### src/design/bdxd_pkg.sv
// shared types, codes and a bit function for the bitplane delta/xor decoder
package bdxd_pkg;

  localparam int unsigned BYTE_W = 8;
  localparam int unsigned DATA_W = 16;
  localparam int unsigned CFG_IDX_W = 2;
  localparam int unsigned CFG_DATA_W = 2;

  // register indexes
  localparam logic [CFG_IDX_W-1:0] REG_MIRROR_MODE = 2'd0;
  localparam logic [CFG_IDX_W-1:0] REG_DECODE_MODE = 2'd1;
  localparam logic [CFG_IDX_W-1:0] REG_SWAP_PLANES = 2'd2;

  // decode modes, any other code acts as delta both then xor
  localparam logic [1:0] MODE_DELTA_BOTH = 2'd0;
  localparam logic [1:0] MODE_DELTA_XOR = 2'd1;
  localparam logic [1:0] MODE_DELTA_BOTH_XOR = 2'd2;

  typedef struct packed {
    logic       mirror_mode;
    logic [1:0] decode_mode;
    logic       swap_planes;
  } cfg_t;

  // bit-reverse each nibble
  function automatic logic [BYTE_W-1:0] nib_flip(input logic [BYTE_W-1:0] v);
    return {v[4], v[5], v[6], v[7], v[0], v[1], v[2], v[3]};
  endfunction

endpackage

### src/design/bdxd_delta.sv
// delta decoder for one bitplane byte with its running bit
module bdxd_delta (
  input  logic [bdxd_pkg::BYTE_W-1:0] raw,
  input  logic                        run_in,
  output logic [bdxd_pkg::BYTE_W-1:0] decoded,
  output logic                        run_out
);

  always_comb begin
    logic r;
    r = run_in;
    decoded = '0;
    for (int i = bdxd_pkg::BYTE_W - 1; i >= 0; i--) begin
      r = r ^ raw[i];
      decoded[i] = r;
    end
    run_out = r;
  end

endmodule

### src/design/bdxd_combine.sv
// plane role selection, mirroring and xor combine
module bdxd_combine (
  input  bdxd_pkg::cfg_t              cfg,
  input  logic [bdxd_pkg::BYTE_W-1:0] raw_a,
  input  logic [bdxd_pkg::BYTE_W-1:0] raw_b,
  input  logic [bdxd_pkg::BYTE_W-1:0] delta_a,
  input  logic [bdxd_pkg::BYTE_W-1:0] delta_b,
  output logic [bdxd_pkg::BYTE_W-1:0] decoded_a,
  output logic [bdxd_pkg::BYTE_W-1:0] decoded_b
);

  logic [bdxd_pkg::BYTE_W-1:0] first_delta;
  logic [bdxd_pkg::BYTE_W-1:0] second_delta;
  logic [bdxd_pkg::BYTE_W-1:0] second_raw;
  logic [bdxd_pkg::BYTE_W-1:0] first_out;
  logic [bdxd_pkg::BYTE_W-1:0] second_mir;
  logic [bdxd_pkg::BYTE_W-1:0] raw_mir;
  logic [bdxd_pkg::BYTE_W-1:0] second_out;

  assign first_delta  = cfg.swap_planes ? delta_b : delta_a;
  assign second_delta = cfg.swap_planes ? delta_a : delta_b;
  assign second_raw   = cfg.swap_planes ? raw_a : raw_b;

  assign first_out  = cfg.mirror_mode ? bdxd_pkg::nib_flip(first_delta) : first_delta;
  assign second_mir = cfg.mirror_mode ? bdxd_pkg::nib_flip(second_delta) : second_delta;
  assign raw_mir    = cfg.mirror_mode ? bdxd_pkg::nib_flip(second_raw) : second_raw;

  always_comb begin
    case (cfg.decode_mode)
      bdxd_pkg::MODE_DELTA_BOTH:     second_out = second_mir;
      bdxd_pkg::MODE_DELTA_XOR:      second_out = raw_mir ^ first_out;
      bdxd_pkg::MODE_DELTA_BOTH_XOR: second_out = second_mir ^ first_out;
      default:                       second_out = second_mir ^ first_out;
    endcase
  end

  assign decoded_a = cfg.swap_planes ? second_out : first_out;
  assign decoded_b = cfg.swap_planes ? first_out : second_out;

endmodule

### src/design/bitplane_delta_xor_decoder_core.sv
// top level of the bitplane delta/xor decoder: input register, decode, result register
//
//   channel  | direction | handshake        | contents
//   s_axis   | in        | tvalid/tready    | tdata: plane_a_byte, plane_b_byte; tuser: row_start
//   m_axis   | out       | tvalid/tready    | tdata: decoded_a, decoded_b
//   cfg      | in        | cfg_we           | cfg_index, cfg_data (no read-back)
//
// one request per cycle sustained while m_axis is not stalled
// decode is one pass of logic between the input register and the result register
// running bits advance when a request moves into the result register
// rst clears valids, running bits and config registers; stalls hold both stages

module bitplane_delta_xor_decoder_core (
  input  logic                                 clk,
  input  logic                                 rst,
  input  logic                                 s_axis_tvalid,
  output logic                                 s_axis_tready,
  input  logic [bdxd_pkg::DATA_W-1:0]          s_axis_tdata,  // plane_a_byte, plane_b_byte
  input  logic                                 s_axis_tuser,  // row_start
  output logic                                 m_axis_tvalid,
  input  logic                                 m_axis_tready,
  output logic [bdxd_pkg::DATA_W-1:0]          m_axis_tdata,  // decoded_a, decoded_b
  input  logic                                 cfg_we,
  input  logic [bdxd_pkg::CFG_IDX_W-1:0]       cfg_index,
  input  logic [bdxd_pkg::CFG_DATA_W-1:0]      cfg_data
);

  bdxd_pkg::cfg_t cfg;

  logic                        in_valid;
  logic [bdxd_pkg::BYTE_W-1:0] in_a;
  logic [bdxd_pkg::BYTE_W-1:0] in_b;
  logic                        in_start;

  logic                        run_a;
  logic                        run_b;
  logic                        run_a_next;
  logic                        run_b_next;

  logic                        out_valid;
  logic [bdxd_pkg::DATA_W-1:0] out_data;

  logic                        advance;
  logic                        base_a;
  logic                        base_b;
  logic [bdxd_pkg::BYTE_W-1:0] delta_a;
  logic [bdxd_pkg::BYTE_W-1:0] delta_b;
  logic                        end_a;
  logic                        end_b;
  logic [bdxd_pkg::BYTE_W-1:0] dec_a;
  logic [bdxd_pkg::BYTE_W-1:0] dec_b;
  logic                        second_frozen;

  assign advance       = in_valid && (!out_valid || m_axis_tready);
  assign s_axis_tready = !in_valid || advance;
  assign m_axis_tvalid = out_valid;
  assign m_axis_tdata  = out_data;

  // config registers
  always_ff @(posedge clk) begin
    if (rst) begin
      cfg <= '0;
    end else if (cfg_we) begin
      case (cfg_index)
        bdxd_pkg::REG_MIRROR_MODE: cfg.mirror_mode <= cfg_data[0];
        bdxd_pkg::REG_DECODE_MODE: cfg.decode_mode <= cfg_data;
        bdxd_pkg::REG_SWAP_PLANES: cfg.swap_planes <= cfg_data[0];
        default: ;
      endcase
    end
  end

  // input register
  always_ff @(posedge clk) begin
    if (rst) begin
      in_valid <= 1'b0;
    end else if (s_axis_tready) begin
      in_valid <= s_axis_tvalid;
    end
  end

  always_ff @(posedge clk) begin
    if (s_axis_tready && s_axis_tvalid) begin
      in_a     <= s_axis_tdata[bdxd_pkg::BYTE_W-1:0];
      in_b     <= s_axis_tdata[bdxd_pkg::DATA_W-1:bdxd_pkg::BYTE_W];
      in_start <= s_axis_tuser;
    end
  end

  // decode
  assign base_a = in_start ? 1'b0 : run_a;
  assign base_b = in_start ? 1'b0 : run_b;

  bdxd_delta u_delta_a (
    .raw     (in_a),
    .run_in  (base_a),
    .decoded (delta_a),
    .run_out (end_a)
  );

  bdxd_delta u_delta_b (
    .raw     (in_b),
    .run_in  (base_b),
    .decoded (delta_b),
    .run_out (end_b)
  );

  bdxd_combine u_combine (
    .cfg       (cfg),
    .raw_a     (in_a),
    .raw_b     (in_b),
    .delta_a   (delta_a),
    .delta_b   (delta_b),
    .decoded_a (dec_a),
    .decoded_b (dec_b)
  );

  // second plane stream holds its running bit in delta-then-xor mode
  assign second_frozen = (cfg.decode_mode == bdxd_pkg::MODE_DELTA_XOR);
  assign run_a_next    = (second_frozen && cfg.swap_planes) ? base_a : end_a;
  assign run_b_next    = (second_frozen && !cfg.swap_planes) ? base_b : end_b;

  always_ff @(posedge clk) begin
    if (rst) begin
      run_a <= 1'b0;
      run_b <= 1'b0;
    end else if (advance) begin
      run_a <= run_a_next;
      run_b <= run_b_next;
    end
  end

  // result register
  always_ff @(posedge clk) begin
    if (rst) begin
      out_valid <= 1'b0;
    end else if (advance) begin
      out_valid <= 1'b1;
    end else if (m_axis_tready) begin
      out_valid <= 1'b0;
    end
  end

  always_ff @(posedge clk) begin
    if (advance) begin
      out_data <= {dec_b, dec_a};
    end
  end

endmodule
### config.mk
export PLATFORM = sky130hd
export DESIGN_NAME = bitplane_delta_xor_decoder_core
export DESIGN_NICKNAME = d
export VERILOG_FILES = /design/src/design/bdxd_pkg.sv /design/src/design/bdxd_delta.sv /design/src/design/bdxd_combine.sv /design/src/design/bitplane_delta_xor_decoder_core.sv
export SDC_FILE = /design/constraint.sdc
export NUM_CORES = 1
export LEC_CHECK = 0
export BUFFER_PORTS_ARGS = -buffer_cell sky130_fd_sc_hd__buf_4
export CORE_MARGIN = 3
export CORE_UTILIZATION = 57
export DETAILED_ROUTE_END_ITERATION = 8
export PLACE_DENSITY = 0.8
export RECOVER_POWER = 50
export SYNTH_ARGS = -nofsm -noshare
export SYNTH_HDL_FRONTEND = slang
export SYNTH_HIERARCHICAL = 1
export SYNTH_SLANG_ARGS = --single-unit
### constraint.sdc
create_clock -name clk -period 3.41 [get_ports clk]
set_input_delay 1.023 -clock clk [delete_from_list [all_inputs] [get_ports clk]]
set_output_delay 1.023 -clock clk [all_outputs]
set_load 0.02 [all_outputs]
# Word level (Yosys, flattened, before mapping)
# Index checks and enable logic that the tools add are counted.
[word_totals] reg_bits=41 inputBits=26 output_inout_bits=18 wordCells=62
[op_classes] eq_ne=3 n_mux=15 bitwise_logic=18 n_reduce_logical=15
[ops] operator="$mux W8" count=8
[ops] operator="$pmux W8 S2" count=1
[ops] operator="$xor A1 B1 Y1" count=16
[ops] operator="$xor A8 B8 Y8" count=2
[ops] operator="$mux W1" count=6
[ops] operator="$reduce_and A2 Y1" count=3
[ops] operator="$eq A2 B1 Y1 const B" count=2
[ops] operator="$logic_and A1 B1 Y1" count=4
[ops] operator="$logic_not A2 Y1" count=2
[ops] operator="$logic_not A1 Y1" count=3
[ops] operator="$eq A2 B2 Y1 const B" count=1
[ops] operator="$logic_or A1 B1 Y1" count=2
[ops] operator="$reduce_bool A2 Y1" count=1

# Logic depth before layout (Yosys ltp)
# Gate-level depths: netlist of run 1.
[logic_depth] word_depth=14 depth_mapped=9 mapped_depth_nobuf=8

# Hierarchy
# The synthesis of run 1 kept the hierarchy.
[modules_own_cells] module="bitplane_delta_xor_decoder_core" n_inst=1 cells_per_inst=75 area_each_um2=1381.3 seq_area_each_um2=1151.1
[modules_own_cells] module="bdxd_combine" n_inst=1 cells_per_inst=146 area_each_um2=1117.3 seq_area_each_um2=0.0
[modules_own_cells] module="bdxd_delta" n_inst=2 cells_per_inst=15 area_each_um2=156.4 seq_area_each_um2=0.0

# Least setup slack after synthesis of run 1
# Ideal clock, no wire load.
[synth_path] path_type="input port to output port" from="input port m_axis_tready" to="output port s_axis_tready" arrival_time_ns=1.409 required_time_ns=2.387 slack_ns=0.978 cell_stages=3 n_path_buf=1 cell_sequence="nor2b_1 -> buf_6 -> nand2_1"
[synth_via] elab_chain_len=3
[synth_rtl] element="from (decl)" line="bitplane_delta_xor_decoder_core.sv:21" rtl="input logic m_axis_tready,"
[synth_rtl] element="$logic_or A1 B1 Y1" line="bitplane_delta_xor_decoder_core.sv:54" rtl="assign advance = in_valid && (!out_valid || m_axis_tready);"
[synth_rtl] element="$logic_and A1 B1 Y1" line="bitplane_delta_xor_decoder_core.sv:54"
[synth_rtl] element="$logic_or A1 B1 Y1" line="bitplane_delta_xor_decoder_core.sv:55" rtl="assign s_axis_tready = !in_valid || advance;"
[synth_rtl] element="to (decl)" line="bitplane_delta_xor_decoder_core.sv:17" rtl="output logic s_axis_tready,"
# Every way passes these cells.

# Worst setup path in the final report of run 1
# Same ends and word-level chain as after synthesis.

==> impl_metrics.py, run 1 <==
metrics = {
    "placed_design": {
        "io_buffers": 43,
        "place_ws_ns": 0.6498,
        "dpl.hpwl_um": 3975,
        "placed_cells": 349,
        "gp_congestion": 0.9099,
    },
    "critical_path": {
        "reg2reg_from": "in_start",
        "arrival_ns": 1.80,
        "worstPathMaxFanout": 8,
        "startpoint_type": "input pin",
        "rr_worst_depth": 8,
        "crit_path_end_kind": "primary output",
        "crit_type": "in2out",
        "cpPeakStageDelay_ns": 0.30,
        "r2r_slack_ns": 0.62,
        "cpMaxStageDelayCell": "clkbuf_1",
        "path_cells": "clkbuf_4, nor2b_1, clkbuf_1, nand2_1, buf_4",
        "r2r-end": "m_axis_tdata[0]",
        "worst_ep_required_time_ns": 2.39,
    },
    "timing": {
        "finalSetupTns_ns": 0,
        "fin_crit_ns": 2.826,
        "tightestPinTransition_ns": 0.8840,
        "hold_viol": 0,
        "fin_ws_ns": 0.5839,
        "slew_viol_final": 0,
        "rsz0062_at_grt": "false",
        "setup_violations": 0,
        "clock_skew_ns": 0.008438,
        "fmax_mhz": 353.9,
        "fin_crit_sh_pct": 82.88,
        "slew_headroom_pct": 40.98,
    },
    "synthesis": {
        "ys_top_cells_by_area": "edfxtp_1, mux2i_1, dfxtp_1",
        "syn_nets": 277,
        "synth-edff-count": 33,
        "synth_top_area_cell": "edfxtp_1",
        "syn_avg_cell_area_um2": 11.20,
        "synth_ff_type": "edfxtp_1",
        "yosys_warnings": 6,
        "syn_inst": 251,
        "synthDominantCellAreaShare_pct": 35.25,
        "yosysUniqueCellTypes": 48,
        "synthesis.area_um2": 2811,
        "synth-seq-cells": 41,
        "async_reset_ff_share_pct": 0,
        "synth_seq_area_share_pct": 40.94,
    },
    "die": {
        "start_util_pct": 61.60,
        "fp.coreArea_um2": 4564,
        "fp.dieArea_um2": 5811,
        "ios": 44,
        "die_w_um": 76.23,
        "rows": 24,
        "die_y_um": 76.23,
    },
    "grt": {
        "grt_usage_pct": 19.54,
        "antenna_found_initial": 0,
        "grt_pass1_wl_um": 9149,
        "grt_pass1_vias": 1868,
        "overflow": 0,
        "grt_max_degree": 34,
    },
    "min_path": {
        "hold_path_class": "reg2reg",
        "min_to": "run_b",
        "worstHoldStart": "run_b",
        "holdPathStages": 2,
    },
    "power_and_ir_drop": {
        "power_density_nw_per_um2": 478.1,
        "p_leak_nw": 1.160,
        "ir_drop_mv": 0.3074,
        "p_total_mw": 1.519,
    },
    "routing": {
        "postRouteAntennaNets": 0,
        "finalWirelength_um": 5385,
        "first_iter_violations": 288,
        "vias_per_cell": 5.594,
        "drc_errors": 0,
        "routedWlPerCell_um": 15.08,
        "dr_total_vias": 1997,
        "firstDrtPassIters": 4,
    },
    "clocking": {
        "clock_latency_ns": 0.28,
        "cts_resized": 0,
        "post_cts_buffers": 0,
        "cts_root_buf": "clkbuf_8",
        "clk_path_buf_depth": 2,
        "cts_hold_buf": 0,
        "numClockSinks": 41,
        "cts_tree": "yes",
        "cts.clk_slew.worst_paths_ns": 0.07,
        "h-tree-depth": 2,
        "cts_made_buffers": 5,
    },
    "layout": {
        "fillCellCount": 379,
        "drive_above_1_share_pct": 22.95,
        "area_growth_pct": 13.00,
        "final_nets": 317,
        "diodes": 0,
        "final_cell_count_no_fill": 357,
    },
    "flow_run": {
        "cap_violations": 0,
    },
    "outcome": {
        "outcome": "finished, final reports clean",
    },
}
critical path, delay by kind of cell:
family	cells	cell delay [ns]
buf+inv	3	0.58
simple gates	2	0.20
routing by layer:
metal  wire, um  GRT usage [%]  up-vias
met5          0              0        -
met4         25          5.072        0
met3        354          3.546        2
met2       2437          30.49       82
met1       2568          28.09      904
li1           -              -     1009
cell usage after synthesis, types with 3 or more instances:
master,count
mux2_2,8
o221a_2,4
xor2_1,18
a21oi_1,16
clkbuf_1,3
inv_1,6
o21bai_1,6
edfxtp_1,33
buf_4,3
o21ai_0,11
mux2i_1,23
a32o_1,5
nand2_1,16
nor2_1,12
nor2b_1,3
nand3_1,7
nand3b_1,3
a31oi_1,5
mux2i_4,3
dfxtp_1,8
xnor2_1,15
buf_2,4
o22ai_1,5
stage by stage:
step           utilization (%)  area (um2)  hold WS (ns)
2_1_floorplan                -        2811        0.4395
3_3_place_gp             68.78        3139        0.4552
3_5_place_dp             68.78        3139        0.4583
4_1_cts                  70.53        3219        0.4718
5_1_grt                  69.60        3177        0.5183
6_report                 69.60        3177        0.4717
area by class of cell:
type / instances / area (um2) / share of cell area, %
multi-input combinational: 188 / 1514 / 47.66
timing repair buffer: 48 / 322.8 / 10.16
inverter: 7 / 26.28 / 0.8271
clock buffer: 8 / 80.08 / 2.521
tap: 65 / 81.33 / 2.560
sequential: 41 / 1152 / 36.27
kinds of logic (layout without fill, tap and decap cells):
| kind of cell | Yosys count | in the layout | synth area share, % |
|---|---|---|---|
| muxes | 35 | 35 | 14.29 |
| buffers and inverters | 22 | 63 | 5.028 |
| DFF | 41 | 41 | 40.94 |
| AOI/OAI and AO/OA | 60 | 60 | 14.20 |
| and+or+nand+nor | 54 | 54 | 10.81 |
| xor gates and xnor gates | 39 | 39 | 14.73 |
report_power, final:
| part | internal (mW) | total [mW] | switching (mW) |
|---|---|---|---|
| Sequential | 0.602 | 0.634 | 0.0322 |
| Clock | 0.145 | 0.293 | 0.148 |
| Combinational | 0.251 | 0.592 | 0.340 |
| Total | 0.998 | 1.52 | 0.521 |
state kept, by name, summed over array words and instances (netlist names), 4 cells and up:
register      count
in_b              8
cfg               4
m_axis_tdata     16
in_a              8
placed cells by master, fill, tap and decap left out, types with 2 or more instances in the layout:
master,count
edfxtp_1,33
mux2i_1,23
buf_4,20
clkbuf_4,18
xor2_1,18
nand2_1,16
a21oi_1,16
xnor2_1,15
clkbuf_1,13
nor2_1,12
o21ai_0,11
mux2_2,8
dfxtp_1,7
nand3_1,7
inv_1,6
o21bai_1,6
clkbuf_8,5
a32o_1,5
o22ai_1,5
a31oi_1,5
o221a_2,4
nor2b_1,3
nand3b_1,3
mux2i_4,3
and2_1,2
o31ai_1,2
nand4b_1,2
a211o_1,2
xnor2_2,2
xnor3_2,2
xnor3_1,2
worst max-delay path by stage:
stage | startpoint | end | slack, ns
final | m_axis_tready | s_axis_tready | 0.58
after global routing | in_start | m_axis_tdata[0] | 0.44
after CTS | in_start | m_axis_tdata[1] | 0.64
after detailed placement | in_start | m_axis_tdata[1] | 0.65
after global placement | in_start | m_axis_tdata[1] | 0.73
after floorplan | m_axis_tready | s_axis_tready | 0.98
No activity file was read; power rests on OpenSTA's default activity.
==> inputs of run 2 (changes only) <==
Settings changed: CORE_UTILIZATION 57 to 52, PLACE_DENSITY 0.8 to 0.77.
Clock period 3.41 ns to 2.5 ns, I/O delays scaled along.
==> impl_metrics.py, run 2 (synthesis results as in run 1) <==
metrics = {
    "layout": {
        "register_area_um2": 1152,
        "layout_commonest_cell": "buf_4",
        "drive_above_1_share_pct": 35.18,
        "final_cell_count_no_fill": 377,
        "final_nets": 332,
        "area_growth_pct": 25.59,
        "fillCellCount": 373,
        "diodes": 0,
        "multiInputGateArea_um2": 1665,
        "largest_reg_flops": 16,
        "post-route-util_pct": 68.26,
        "finish.instance_area_um2": 3531,
        "final_cell_mix": "buf_4, edfxtp_1, mux2i_1, clkbuf_4, nand2_1",
    },
    "power_and_ir_drop": {
        "ir_drop_mv": 0.3322,
        "p_total_mw": 2.475,
        "power_density_nw_per_um2": 700.8,
        "p_leak_nw": 1.344,
    },
    "die": {
        "die_w_um": 79.53,
        "fp.dieArea_um2": 6325,
        "rows": 26,
        "start_util_pct": 54.35,
        "ios": 44,
        "fp.coreArea_um2": 5172,
        "die_y_um": 79.53,
    },
    "clocking": {
        "numClockSinks": 41,
        "h-tree-depth": 2,
        "cts_made_buffers": 5,
        "cts_hold_buf": 0,
        "cts.clk_slew.worst_paths_ns": 0.08,
        "clock_latency_ns": 0.29,
        "cts_root_buf": "clkbuf_8",
        "cts_tree": "yes",
        "clk_path_buf_depth": 2,
    },
    "flow_run": {
        "cap_violations": 0,
    },
    "critical_path": {
        "startpoint_type": "register",
        "worst_ep_required_time_ns": 2.54,
        "reg2reg_from": "in_start",
        "crit_path_end_kind": "register",
        "arrival_ns": 2.52,
        "worstPathMaxFanout": 5,
        "crit_type": "reg2reg",
        "crit_start": "in_start",
    },
    "grt": {
        "grt_pass1_wl_um": 9384,
        "overflow": 0,
        "grt_max_degree": 23,
        "grt_pass1_vias": 1934,
        "antenna_found_initial": 0,
        "grt_usage_pct": 18.83,
    },
    "routing": {
        "postRouteAntennaNets": 0,
        "dr_wl_met2_um": 2696,
        "dr_total_vias": 2105,
        "drc_errors": 0,
        "finalWirelength_um": 5778,
        "first_iter_violations": 271,
        "wl_met1_um": 2655,
        "routedWlPerCell_um": 15.33,
        "firstDrtPassIters": 5,
        "dr_wl_met3_um": 329,
        "vias_per_cell": 5.584,
        "dr.max_layer_used": "met4",
    },
    "min_path": {
        "hold_path_class": "reg2reg",
        "worstHoldStart": "run_a",
    },
    "placed_design": {
        "placed_cells": 365,
        "io_buffers": 43,
        "place_ws_ns": -0.03789,
        "post_dp_cell_area_um2": 3241,
        "dpl.hpwl_um": 4235,
        "gp_congestion": 0.8398,
    },
    "timing": {
        "finalSetupTns_ns": 0,
        "fin_crit_sh_pct": 99.22,
        "fmax_mhz": 403.1,
        "hold_viol": 0,
        "holdWs_ns": 0.4846,
        "slew_headroom_pct": 43.29,
        "clock_skew_ns": 0.005549,
        "rsz0062_at_grt": "true",
        "fin_crit_ns": 2.481,
        "setup_violations": 0,
        "slew_viol_final": 0,
        "fin_ws_ns": 0.01941,
        "tightestPinTransition_ns": 0.8506,
    },
    "outcome": {
        "outcome": "finished, final reports clean",
    },
}
[run 2: repair_timing]
item / in CTS / in global routing
resized for setup: 4 / 20
pin swaps: 1 / 6
setup buffers: 0 / 4
setup endpoints to repair: 3 / 9
[run 2: layout make-up]
class	instances	share of cell area (%)
multi-input combinational	188	47.17
sequential	41	32.64
clock inverter	2	0.9922
timing repair buffer	63	13.32
tap	70	2.481
clock buffer	6	2.658
inverter	7	0.7442
[run 2: worst max-delay path, stage by stage, from the launching register on]
cell      delay [ns]
edfxtp_1        0.46
nor2b_2         0.18
xnor2_2         0.14
xnor3_2         0.53
xnor2_2         0.21
buf_4           0.17
xor2_2          0.17
mux2i_1         0.17
a32o_2          0.17
a21oi_2         0.04
[run 2: path summary, 6_finish.rpt]
kind | cells after the start | endpoint | slack (ns)
worst max register to register | 9 | m_axis_tdata[11] | 0.02
worst max-delay path | 9 | m_axis_tdata[11] | 0.02
worst min register to register | 2 | run_a | 0.48
worst min-delay path | 2 | run_a | 0.48
[run 2: where the power goes]
group	switching [mW]	internal, mW	total (mW)
Combinational	0.546	0.482	1.03
Clock	0.228	0.356	0.584
Sequential	0.0420	0.820	0.862
Total	0.816	1.66	2.47
[run 2: metal layers]
| metal | vias to the layer above | GRT usage (%) |
|---|---|---|
| met5 | - | 0 |
| met4 | 0 | 6.529 |
| met3 | 9 | 3.950 |
| met2 | 83 | 29.72 |
| met1 | 966 | 25.62 |
| li1 | 1047 | - |
==> inputs of run 3 (changes only) <==
Settings changed: REMOVE_ABC_BUFFERS set to 1.
==> impl_metrics.py, run 3 (synthesis results as in run 1) <==
metrics = {
    "power_and_ir_drop": {
        "p_leak_nw": 1.343,
        "ir_drop_mv": 0.5081,
        "power_density_nw_per_um2": 669.1,
        "p_total_mw": 2.339,
    },
    "critical_path": {
        "path_cells": "nor2b_2, xnor2_2, xnor3_2, xor2_2, mux2i_1, xor2_1, o22ai_1, a31oi_1",
        "worst_ep_required_time_ns": 2.63,
        "startpoint_type": "register",
        "crit_type": "reg2reg",
        "critPathBufInv": 0,
        "path_delay_family": "XOR/XNOR gates",
        "arrival_ns": 2.55,
        "crit_path_end_kind": "register",
        "cpPeakStageDelay_ns": 0.46,
        "cpMaxStageDelayCell": "edfxtp_1",
        "worstPathMaxFanout": 5,
    },
    "timing": {
        "clock_skew_ns": 0.006129,
        "hold_viol": 0,
        "setup_violations": 0,
        "fmax_mhz": 414.5,
        "fin_crit_ns": 2.412,
        "fin_ws_ns": 0.08759,
        "slew_headroom_pct": 42.07,
        "slew_viol_final": 0,
        "tightestPinTransition_ns": 0.8690,
        "holdWs_ns": 0.4686,
        "finalSetupTns_ns": 0,
        "fin_crit_sh_pct": 96.50,
    },
    "clocking": {
        "h-tree-depth": 2,
        "clock_latency_ns": 0.29,
        "cts_root_buf": "clkbuf_8",
        "numClockSinks": 41,
        "cts_tree": "yes",
        "clk_path_buf_depth": 2,
        "cts_made_buffers": 5,
        "cts.clk_slew.worst_paths_ns": 0.08,
        "cts_hold_buf": 0,
    },
    "placed_design": {
        "gp_congestion": 0.8285,
        "placed_cells": 370,
        "io_buffers": 43,
        "post_dp_cell_area_um2": 3278,
        "dpl.hpwl_um": 4339,
        "place_ws_ns": -0.01583,
    },
    "routing": {
        "drc_errors": 0,
        "vias_per_cell": 5.627,
        "finalWirelength_um": 5870,
        "routedWlPerCell_um": 15.41,
        "firstDrtPassIters": 5,
        "first_iter_violations": 214,
        "postRouteAntennaNets": 0,
        "dr_total_vias": 2144,
    },
    "layout": {
        "area_growth_pct": 24.34,
        "final_nets": 336,
        "fillCellCount": 392,
        "diodes": 0,
        "final_cell_mix": "buf_4, edfxtp_1, mux2i_1, clkbuf_4",
        "drive_above_1_share_pct": 35.05,
        "post-route-util_pct": 67.59,
        "layout_commonest_cell": "buf_4",
        "final_cell_count_no_fill": 381,
        "largest_reg_flops": 16,
        "finish.instance_area_um2": 3496,
    },
    "outcome": {
        "outcome": "finished, final reports clean",
    },
    "grt": {
        "grt_pass1_wl_um": 9625,
        "overflow": 0,
        "grt_pass1_vias": 1950,
        "grt_usage_pct": 19.49,
        "grt_max_degree": 22,
        "antenna_found_initial": 0,
    },
    "die": {
        "fp.coreArea_um2": 5172,
        "ios": 44,
        "die_y_um": 79.53,
        "start_util_pct": 54.35,
        "rows": 26,
        "fp.dieArea_um2": 6325,
        "die_w_um": 79.53,
    },
    "min_path": {
        "hold_path_class": "reg2reg",
    },
    "flow_run": {
        "cap_violations": 0,
    },
}
## run 3: changes by cell type in the layout (fill, tap and decap cells not counted), sizes merged
cell,before,now
bufinv,1,0
clkbuf,28,29
buf,41,45
## run 3: worst register-to-register path, stage by stage (launching register included)
cell      delay [ns]
edfxtp_1        0.46
nor2b_2         0.20
xnor2_2         0.14
xnor3_2         0.40
xor2_2          0.23
mux2i_1         0.33
xor2_1          0.23
o22ai_1         0.10
a31oi_1         0.16
## run 3: report_power, final
group / total (mW) / leakage, nW / switching (mW) / internal, mW
combinational: 1.01 / 0.908 / 0.533 / 0.482
sequential: 0.861 / 0.381 / 0.0405 / 0.821
clock: 0.463 / 0.0542 / 0.214 / 0.249
## run 3: final cells by class
class / instances / area, um2 / share of cell area (%)
clock buffers: 7 / 96.34 / 2.756
multi-input cells: 188 / 1628 / 46.56
well taps: 70 / 87.58 / 2.505
inverters: 7 / 26.28 / 0.7516
flip-flops and latches: 41 / 1152 / 32.96
repair buffers: 67 / 500.5 / 14.32
clock inverters: 1 / 5.005 / 0.1432
## run 3: timing repair
item                                    4_1_cts  5_1_grt
endpoints found under the setup margin        2        9
resized for setup                             4       14
buffers inserted                              0        3
pin swaps                                     0        2
## run 3: final timing paths
kind | start | endpoint | slack, ns | cells after the start
max | in_start | m_axis_tdata[1] | 0.09 | 8
min | run_a | run_a | 0.47 | 2
max reg2reg | in_start | m_axis_tdata[1] | 0.09 | 8
min reg2reg | run_a | run_a | 0.47 | 2
## run 3: metal layers
layer,vias to the layer above,track usage (%),wire length [um]
li1,1047,-,-
met1,985,27.56,2657
met2,106,29.97,2726
met3,6,3.950,410
met4,0,6.186,75
met5,-,0,0
